--- src/sv/voxel_brush_edit_engine_unit_assert.svh ---
// assertion macros for the voxel brush edit engine
`ifndef VOXEL_BRUSH_EDIT_ENGINE_UNIT_ASSERT_SVH
`define VOXEL_BRUSH_EDIT_ENGINE_UNIT_ASSERT_SVH

// antecedent implies consequent in the same cycle
`define VBE_ASSERT_NOW(label, clk, rst, ante, cons, msg) \
  label: assert property (@(posedge clk) disable iff (rst) (ante) |-> (cons)) \
    else $error(msg);

// antecedent implies consequent in the next cycle
`define VBE_ASSERT_NEXT(label, clk, rst, ante, cons, msg) \
  label: assert property (@(posedge clk) disable iff (rst) (ante) |=> (cons)) \
    else $error(msg);

`endif

--- src/sv/vbe_pkg.sv ---
// shared types, codes and constants of the voxel brush edit engine
`default_nettype none
package vbe_pkg;

  localparam int VBE_VOLUME_SIDE = 32;
  localparam int COORD_W = 5;
  localparam int VOX_W = 8;
  localparam int OP_W = 2;
  localparam int CFG_IDX_W = 2;
  localparam int CFG_DATA_W = 10;
  localparam int POS_W = 10;
  localparam int W_W = 9;

  localparam logic [OP_W-1:0] OP_WRITE = 2'd0;
  localparam logic [OP_W-1:0] OP_READ = 2'd1;
  localparam logic [OP_W-1:0] OP_BRUSH = 2'd2;
  localparam logic [OP_W-1:0] OP_NONE = 2'd3;

  localparam logic [1:0] FALL_BALL = 2'd0;
  localparam logic [1:0] FALL_CUBE = 2'd1;
  localparam logic [1:0] FALL_TUBE = 2'd2;

  localparam logic [1:0] EDIT_ADD = 2'd0;
  localparam logic [1:0] EDIT_CARVE = 2'd1;
  localparam logic [1:0] EDIT_BLUR = 2'd2;
  localparam logic [1:0] EDIT_NONE = 2'd3;

  localparam logic [CFG_IDX_W-1:0] REG_SHAPE = 2'd0;
  localparam logic [CFG_IDX_W-1:0] REG_TOOL = 2'd1;
  localparam logic [CFG_IDX_W-1:0] REG_RADIUS = 2'd2;
  localparam logic [CFG_IDX_W-1:0] REG_STRENGTH = 2'd3;

  typedef struct packed {
    logic [1:0] shape;
    logic [7:0] radius;
    logic [COORD_W-1:0] ox;
    logic [COORD_W-1:0] oy;
    logic [COORD_W-1:0] oz;
  } vbe_wreq_t;

endpackage
`default_nettype wire

--- src/sv/vbe_weight.sv ---
// falloff weight unit, binary search with one compare per pass through W_SQ and W_CMP
`default_nettype none
module vbe_weight (
  input  logic                   clk,
  input  logic                   rst,
  input  logic                   start,
  input  vbe_pkg::vbe_wreq_t     wreq,
  output logic                   done,
  output logic [vbe_pkg::W_W-1:0] weight
);
  import vbe_pkg::*;

  typedef enum logic [1:0] {W_IDLE, W_PREP, W_SQ, W_CMP} wstate_t;

  wstate_t wstate;
  logic [1:0] shp;
  logic [7:0] rad;
  logic [9:0] s;
  logic [3:0] m;
  logic [15:0] r2;
  logic [15:0] coef;
  logic [8:0] lo;
  logic [8:0] hi;
  logic [16:0] factor;
  logic [33:0] need;

  logic [3:0] ax, ay, az, mxy;
  logic [9:0] s_next;
  logic [3:0] m_next;
  logic [8:0] mid;
  logic [32:0] prod;
  logic is_round;
  logic zero;

  always_comb begin
    ax = wreq.ox[4] ? 4'(-wreq.ox) : wreq.ox[3:0];
    ay = wreq.oy[4] ? 4'(-wreq.oy) : wreq.oy[3:0];
    az = wreq.oz[4] ? 4'(-wreq.oz) : wreq.oz[3:0];
    if (wreq.shape == FALL_TUBE) begin
      s_next = 10'(ax) * 10'(ax) + 10'(az) * 10'(az);
    end else begin
      s_next = 10'(ax) * 10'(ax) + 10'(ay) * 10'(ay) + 10'(az) * 10'(az);
    end
    mxy = (ay > ax) ? ay : ax;
    m_next = (az > mxy) ? az : mxy;
    mid = 9'((10'(lo) + 10'(hi)) >> 1);
    prod = 33'(coef) * 33'(factor);
    is_round = (shp == FALL_BALL) || (shp == FALL_TUBE);
    if (is_round) begin
      zero = ({s, 8'b0} >= {2'b0, r2});
    end else if (shp == FALL_CUBE) begin
      zero = ({m, 4'b0} >= rad);
    end else begin
      zero = 1'b1;
    end
  end

  always_ff @(posedge clk) begin
    if (rst) begin
      wstate <= W_IDLE;
      done <= 1'b0;
    end else begin
      done <= ((wstate == W_PREP) && zero) || ((wstate == W_SQ) && (lo == hi));
      case (wstate)
        W_IDLE: begin
          if (start) begin
            shp <= wreq.shape;
            rad <= wreq.radius;
            s <= s_next;
            m <= m_next;
            r2 <= 16'(wreq.radius) * 16'(wreq.radius);
            wstate <= W_PREP;
          end
        end
        W_PREP: begin
          if (zero) begin
            weight <= '0;
            wstate <= W_IDLE;
          end else begin
            lo <= '0;
            hi <= 9'd256;
            need <= is_round ? {s, 24'b0} : 34'({m, 12'b0});
            coef <= is_round ? r2 : 16'(rad);
            wstate <= W_SQ;
          end
        end
        W_SQ: begin
          if (lo == hi) begin
            weight <= 9'(9'd256 - lo);
            wstate <= W_IDLE;
          end else begin
            factor <= is_round ? 17'(mid) * 17'(mid) : 17'(mid);
            wstate <= W_CMP;
          end
        end
        W_CMP: begin
          if ({1'b0, prod} >= need) begin
            hi <= mid;
          end else begin
            lo <= 9'(mid + 9'd1);
          end
          wstate <= W_SQ;
        end
        default: wstate <= W_IDLE;
      endcase
    end
  end
endmodule
`default_nettype wire
--- config.mk ---
export PLATFORM = sky130hd
export DESIGN_NAME = vbe_weight
export DESIGN_NICKNAME = d
export VERILOG_FILES = /design/src/sv/voxel_brush_edit_engine_unit_assert.svh /design/src/sv/vbe_pkg.sv /design/src/sv/vbe_weight.sv
export SDC_FILE = /design/constraint.sdc
export NUM_CORES = 1
export LEC_CHECK = 0
export BUFFER_PORTS_ARGS = -buffer_cell sky130_fd_sc_hd__buf_4
export CAP_MARGIN = 20
export CORE_ASPECT_RATIO = 0.5
export CORE_MARGIN = 2
export CORE_UTILIZATION = 67
export DETAILED_ROUTE_END_ITERATION = 16
export PLACE_DENSITY_LB_ADDON = 0.15
export SYNTH_ARGS = -nofsm -noshare
export SYNTH_HDL_FRONTEND = slang
export SYNTH_SLANG_ARGS = --single-unit
--- constraint.sdc ---
create_clock -name clk -period 18.9 [get_ports clk]
set_clock_uncertainty 0.15 [all_clocks]
set_input_delay 1.89 -clock clk [delete_from_list [all_inputs] [get_ports clk]]
set_output_delay 1.89 -clock clk [all_outputs]
set_load 0.005 [all_outputs]
* Yosys cells after proc, flatten, opt, wreduce, memory -nomap -nowiden
Cells that the tools add are included.
Word-level totals: bits in registers 137, memory bits (writable) 0, latch bits 0, memories kept 0, memory bits (read-only) 0
Operators by class: reduce and logical (&&, ||, !) cells 14, $lt $le $gt $ge 5, $mul 6, divide/modulo/power cells 0, mux-type cells 23, add/sub/neg operators 9, eq/ne operators 13, bitwise logic cells 3, shift operators 0
Operator list (number):
- 9-bit two-way mux | 7
- 9-bit case mux with 2 select lines | 3
- 33-bit by 34-bit >= comparator with 1-bit output | 1
- 16-bit by 17-bit multiplier with 33-bit output | 1
- 4-bit by 4-bit multiplier with 8-bit output | 3
- 4-bit two-way mux | 5
- 8-bit by 8-bit adder with 9-bit output | 2
- 18-bit by 16-bit >= comparator with 1-bit output | 1
- 9-bit by 9-bit multiplier with 17-bit output | 1
- 8-bit by 8-bit multiplier with 16-bit output | 1
- 4-bit negation | 3
- 4-bit AND reduction | 3
- 9-bit by 8-bit adder with 10-bit output | 1
- 9-bit by 9-bit adder with 10-bit output | 1
- 10-bit two-way mux | 1
- 2-bit != test (second input constant) | 5
- 9-bit by 1-bit adder with 9-bit output (second input constant) | 1
- 9-bit == test | 1
- 3-bit AND reduction | 3
- 9-bit subtractor (first input constant) | 1
- 2-bit == test (second input constant) | 4
- 8-bit >= comparator | 1
- 4-bit greater-than comparator | 2
- 8-bit two-way mux | 1
- 10 further kinds | 20

* Depth between registers and ports, before layout
Gate-level depths: netlist of run 1.
depth in word-level cells 6, mapped depth 34, depth with buffers taken out 32

* Least setup slack after synthesis of run 1
No wires, ideal clock.
path type reg-to-reg, from register coef[3], to register lo[0], enable pin, path buffers 1, path slack 10.867 ns, period minus slack after synthesis 8.033 ns, data required time 18.372 ns, cell stages (with the launch flop) 30, arrival time 7.505 ns, cell sequence edfxtp_1 > clkbuf_1 > nand2_1 > fa_1 > fa_1 > fa_1 > fa_1 > inv_1 > fa_1 > inv_1 > fa_1 > inv_1 > ha_1 > and3_4 > nor3b_4 > a2111oi_4 > o21ai_1 > nand2b_1 > a21boi_1 > o21a_1 > o31a_1 > a211o_1 > ha_1 > nand4b_1 > nor2_1 > and3_1 > nand4_1 > nor3_1 > a211o_1 > a21oi_1
On the way: word-level cells in the longest chain between the ends 4
RTL lines:
- start, declared | RTL line vbe_weight.sv:21 | logic [15:0] coef;
- start signal, assigned | RTL line vbe_weight.sv:83 | coef <= is_round ? r2 : 16'(rad);
- 16-bit by 17-bit multiplier with 33-bit output | RTL line vbe_weight.sv:47 | prod = 33'(coef) * 33'(factor);
- 33-bit by 34-bit >= comparator with 1-bit output | RTL line vbe_weight.sv:97 | if ({1'b0, prod} >= need) begin
- 2-bit != test (no source line)
- 4-bit AND reduction (no source line)
- end signal, assigned | RTL line vbe_weight.sv:100 | lo <= 9'(mid + 9'd1);
- end, declared | RTL line vbe_weight.sv:22 | logic [8:0] lo;
Every way passes these cells. A chain may end at the register's enable or synchronous reset.

* Worst setup path in the final report of run 1
from register factor[0], to register lo[4], enable pin
On the way: word-level cells in the longest chain between the ends 4
RTL lines:
- start, declared | RTL line vbe_weight.sv:24 | logic [16:0] factor;
- start signal, assigned | RTL line vbe_weight.sv:92 | factor <= is_round ? 17'(mid) * 17'(mid) : 17'(mid);
- 16-bit by 17-bit multiplier with 33-bit output | RTL line vbe_weight.sv:47
- 33-bit by 34-bit >= comparator with 1-bit output | RTL line vbe_weight.sv:97
- 2-bit != test (no source line)
- 4-bit AND reduction (no source line)
Every way passes these cells.

==> flow_metrics.tcl, run 1 <==
set metrics [dict create \
    status "completed" \
    finalSetupViolations 0 \
    drive_gt1_frac 0.0512 \
    drt_iter0_drc 1094 \
    rr_worst_depth 29 \
    hold_buffers 0 \
    mostFrequentLayoutCells "inv_1, fa_1, ha_1, nand2_1, and2_1" \
    tightest_slew_ns 0.902 \
    critPathLaunchType "register" \
    hold_path_end "coef[0]" \
    synth_nets 2575 \
    drc 0 \
    cts_buffer_depth 2 \
    worstPathBufferInverterCount 3 \
    detail_route.vias_per_cell 5.68 \
    die_w_um 243 \
    clock-root-buffer "clkbuf_16" \
    path_max_fanout 16 \
    cts.clk_slew.worst_paths_ns 0.05 \
    layout.cells.non_filler 2434 \
    power_density_mw_per_mm2 136 \
    period_minus_slack_ns 9.27 \
    tns_ns 0 \
    die_h_um 123 \
    rsz0062_at_grt "no" \
    rows 43 \
    cp-end-kind "register" \
    critPathTopFamily "adder cells" \
    slew_headroom 0.399 \
    drt-wirelength-per-cell_um 18.1 \
    synthCells 2028 \
    ir_worst_vdd_mv 0.193 \
    vias 13800 \
    boundaryPins 38 \
    first_pass_iters 6 \
    numPortBuffers 37 \
    syn2layout_area_growth_pct 6.58 \
    grt_pass1_wl_um 71900 \
    reg2reg_from "factor[0]" \
    finalHoldViolCount 0 \
    place_area_mm2 0.0197 \
    cts_num_sinks 115 \
    synth_area_per_cell_um2 9.42 \
    min_from "rad[0]" \
    dieArea_mm2 0.0300 \
    synth_edf_count 112 \
    async_reset_ff_frac 0 \
    critPathSlowestCell "edfxtp_1" \
    ys_types 68 \
    clkLatencyLatePin_ns 0.43 \
    ys_seq_elements 115 \
    leakage_nw 10.1 \
    max_stage_delay_ns 0.82 \
    fin_util 0.730 \
    ys_warn_count 0 \
    antenna_found_initial 0 \
    grt_usage 0.311 \
    ys_seq_area_frac 0.179 \
    grt_pass1_vias 14000 \
    grt.overflow.total 0 \
    crit_type "reg -> reg" \
    mostFrequentLayoutCell "inv_1" \
    n_antenna_cell 0 \
    cts-resized-gates 0 \
    wirelength_um 44000 \
    r2r_slack_ns 9.63 \
    synth_flop_cell "edfxtp_1" \
    worstPathArrival_ns 9.17 \
    start_util 0.685 \
    timing.fmax_mhz 108 \
    dp.cells 2402 \
    syn-cell-area_mm2 0.0191 \
    post-dp-hpwl_um 35000 \
    hp-class "reg -> reg" \
    postCtsSetupBuffers 0 \
    nets 2586 \
    antenna_left 0 \
    place_congestion 0.928 \
    numCtsBuffers 17 \
    cts_tree "built" \
    crit_top_cell "fa_1" \
    nFillCells 2067 \
    post-route-period-util 0.491 \
    hold_depth 0 \
    rr_endpoint "lo[4]" \
    htreeDepth 4 \
    cp.required_ns 18.80 \
    fin_area_mm2 0.0204 \
    maxCapViolations 0 \
    slew_viol_final 0 \
    grt_max_degree 52 \
    core_mm2 0.0279 \
]
==> power breakdown <==
| group | leakage, nW | internal (mW) | total [mW] | switching [mW] |
|---|---|---|---|---|
| Sequential | 1.06 | 0.328 | 0.349 | 0.0207 |
| Combinational | 8.72 | 0.846 | 2.08 | 1.24 |
| Clock | 0.298 | 0.232 | 0.348 | 0.116 |
==> cells by family after synthesis <==
family	after synthesis	synth area share
AO/OA/AOI/OAI	217	0.0733
XOR/XNOR	93	0.0426
flip-flops	115	0.179
AND/OR/NAND/NOR	607	0.153
adder cells (fa/ha/maj)	519	0.450
multiplexers	19	0.0108
buffers and inverters	458	0.0909
==> how the worst max path moves through the flow <==
stage | from | to | slack, ns | depth (start not counted)
after global placement | factor[0] | lo[6] | 9.82 | 29
after detailed placement | factor[0] | lo[6] | 9.75 | 29
after CTS | factor[3] | lo[6] | 9.75 | 30
after global routing | factor[3] | lo[4] | 9.28 | 30
after floorplan | coef[3] | lo[0] | 10.87 | 29
final | factor[0] | lo[4] | 9.63 | 29
==> sequential cells by signal, indices dropped and copies added, names as in the netlist <==
register	cells
factor	17
coef	16
need	14
r2	14
s	10
hi	9
lo	9
weight	9
rad	8
m	4
shp	2
wstate	2
done	1
==> layer usage <==
| metal | global-route usage | vias to the layer above | part of all wire |
|---|---|---|---|
| li1 | - | 6430 | - |
| met1 | 0.439 | 6807 | 0.43 |
| met2 | 0.495 | 506 | 0.46 |
| met3 | 0.0595 | 89 | 0.082 |
| met4 | 0.0909 | 0 | 0.025 |
| met5 | 0 | - | 0 |
==> through the flow <==
stage	total power, mW	setup WS (ns)	hold slack (ns)
finish	2.78	9.63	0.359
global route	3.05	9.28	0.383
CTS	2.76	9.75	0.359
detailed placement	2.39	9.75	0.345
global placement	2.37	9.82	0.334
floorplan	1.86	10.87	0.369
==> synthesized netlist by cell type, types with 8 or more instances <==
cell / n / area, µm²
nor3_1: 19 / 95.1
nand2_1: 212 / 796
xor2_1: 32 / 280
a21oi_1: 73 / 365
o21a_1: 12 / 90.1
ha_1: 240 / 3000
inv_1: 401 / 1510
edfxtp_1: 112 / 3360
nand2b_1: 13 / 81.3
clkbuf_1: 50 / 188
and3_1: 8 / 50.1
nor2_1: 141 / 529
nor2b_1: 30 / 188
mux2_2: 13 / 146
o21bai_1: 8 / 60.1
o21ai_0: 40 / 200
xnor2_1: 61 / 534
nand3_1: 9 / 45.0
and2_1: 142 / 888
fa_1: 279 / 5590
a21o_1: 30 / 225
==> layout make-up <==
type	count	area, µm²	share of cell area
Multi-Input combinational cell	1455	13900	0.685
Clock buffer	17	425	0.0209
Tap cell	382	478	0.0235
Inverter	403	1510	0.0743
Sequential cell	115	3420	0.168
Clock inverter	15	214	0.0105
Timing Repair Buffer	47	353	0.0173
No activity file was read; power rests on OpenSTA's default activity.
==> inputs of run 2 (changes only) <==
- CORE_UTILIZATION: 67 -> 66
- clock period: 18.9 -> 9.25 ns (I/O delays scaled with it)
==> flow_metrics.tcl, run 2 (synthesis gave the netlist of run 1 again) <==
set metrics [dict create \
    status "completed" \
    numCtsBuffers 17 \
    multi_input_area_mm2 0.0139 \
    top_regs "factor (17), coef (16)" \
    die_w_um 245 \
    boundaryPins 38 \
    grt_pass1_wl_um 72600 \
    cts-resized-gates 0 \
    max_flop_register "factor" \
    slew_viol_final 0 \
    tns_ns 0 \
    place_congestion 0.926 \
    antenna_found_initial 1 \
    drt-wirelength-per-cell_um 17.8 \
    postCtsSetupBuffers 0 \
    ir_worst_vdd_mv 0.267 \
    layout.cells.non_filler 2444 \
    max_stage_delay_ns 0.95 \
    rows 43 \
    core_mm2 0.0281 \
    cts_buffer_depth 2 \
    mostFrequentLayoutCells "inv_1, fa_1, ha_1, nand2_1, and2_1" \
    finalPower_mw 5.56 \
    clkLatencyLatePin_ns 0.42 \
    first_pass_iters 6 \
    rsz0062_at_grt "no" \
    largest_reg_flops 17 \
    cts.clk_slew.worst_paths_ns 0.05 \
    hold_buffers 0 \
    start_util 0.680 \
    hold_ws_ns 0.410 \
    path_max_fanout 17 \
    antenna_left 0 \
    r2r_slack_ns 0.53 \
    htreeDepth 4 \
    cp-end-kind "register" \
    grt_pass1_vias 14100 \
    leakage_nw 10.1 \
    drive_gt1_frac 0.0567 \
    dieArea_mm2 0.0304 \
    clock-root-buffer "clkbuf_16" \
    hold_depth 0 \
    detail_route.vias_per_cell 5.65 \
    seq_area_mm2 0.00342 \
    worstPathArrival_ns 8.69 \
    mostFrequentLayoutCell "inv_1" \
    nFillCells 2104 \
    cts_tree "built" \
    rr_worst_depth 32 \
    worstPathBufferInverterCount 6 \
    hp-class "reg -> reg" \
    place_area_mm2 0.0198 \
    die_h_um 124 \
    post-dp-hpwl_um 35100 \
    slew_headroom 0.390 \
    tightest_slew_ns 0.915 \
    fin_area_mm2 0.0204 \
    dp.cells 2412 \
    grt_max_degree 52 \
    finalHoldViolCount 0 \
    hold_path_end "coef[0]" \
    cp.required_ns 9.22 \
    fin_util 0.725 \
    crit_top_cell "fa_1" \
    n_antenna_cell 0 \
    finalSetupViolations 0 \
    maxCapViolations 0 \
    syn2layout_area_growth_pct 6.65 \
    period_minus_slack_ns 8.72 \
    power_density_mw_per_mm2 273 \
    grt.overflow.total 0 \
    nets 2596 \
    crit_type "reg -> reg" \
    timing.fmax_mhz 115 \
    critPathSlowestCell "edfxtp_1" \
    cts_num_sinks 115 \
    drc 0 \
    critPathLaunchType "register" \
    post-route-period-util 0.942 \
    rr_endpoint "hi[0]" \
    wirelength_um 43400 \
    reg2reg_from "coef[7]" \
    numPortBuffers 37 \
    min_from "rad[0]" \
    critPathTopFamily "adder cells" \
    preCtsSetupSlack_ns 0.659 \
    grt_usage 0.304 \
    vias 13800 \
    drt_iter0_drc 1071 \
    setup_ws_ns 0.533 \
]
[run 2: routing by layer]
metal,vias to the layer above,share of wire,global-route usage
met5,-,0,0
met4,0,0.026,0.0854
met3,69,0.081,0.0517
met2,508,0.44,0.462
met1,6797,0.45,0.453
li1,6433,-,-
[run 2: area by class of cell]
type | count | share of cell area
multi-input combinational | 1455 | 0.685
sequential | 115 | 0.168
inverter | 403 | 0.0743
tap | 382 | 0.0235
clock buffer | 19 | 0.0217
timing repair buffer | 57 | 0.0210
clock inverter | 13 | 0.00663
[run 2: power by group]
part / total (mW) / internal (mW) / switching (mW) / leakage [nW]
Sequential: 0.712 / 0.670 / 0.0417 / 1.06
Combinational: 4.21 / 1.72 / 2.49 / 8.77
Clock: 0.641 / 0.402 / 0.239 / 0.283
Total: 5.56 / 2.79 / 2.77 / 10.1
[run 2: worst reg2reg max path: cells and delay by family, from the launching register on]
| kind | cells | cell delay [ns] |
|---|---|---|
| buf+inv | 6 | 0.48 |
| simple gates | 10 | 1.53 |
| compound gates | 7 | 1.43 |
| xor+xnor | 1 | 0.13 |
| flops | 1 | 0.95 |
| fa+ha+maj | 8 | 3.74 |
[run 2: worst max path at each step]
stage | start | endpoint | slack, ns | cells after the start
2_1_floorplan | coef[3] | lo[0] | 1.22 | 29
3_3_place_gp | coef[6] | hi[6] | 0.86 | 30
3_5_place_dp | factor[9] | hi[4] | 0.66 | 31
4_1_cts | factor[9] | hi[1] | 0.63 | 31
5_1_grt | coef[7] | hi[1] | 0.09 | 32
6_report | coef[7] | hi[0] | 0.53 | 32
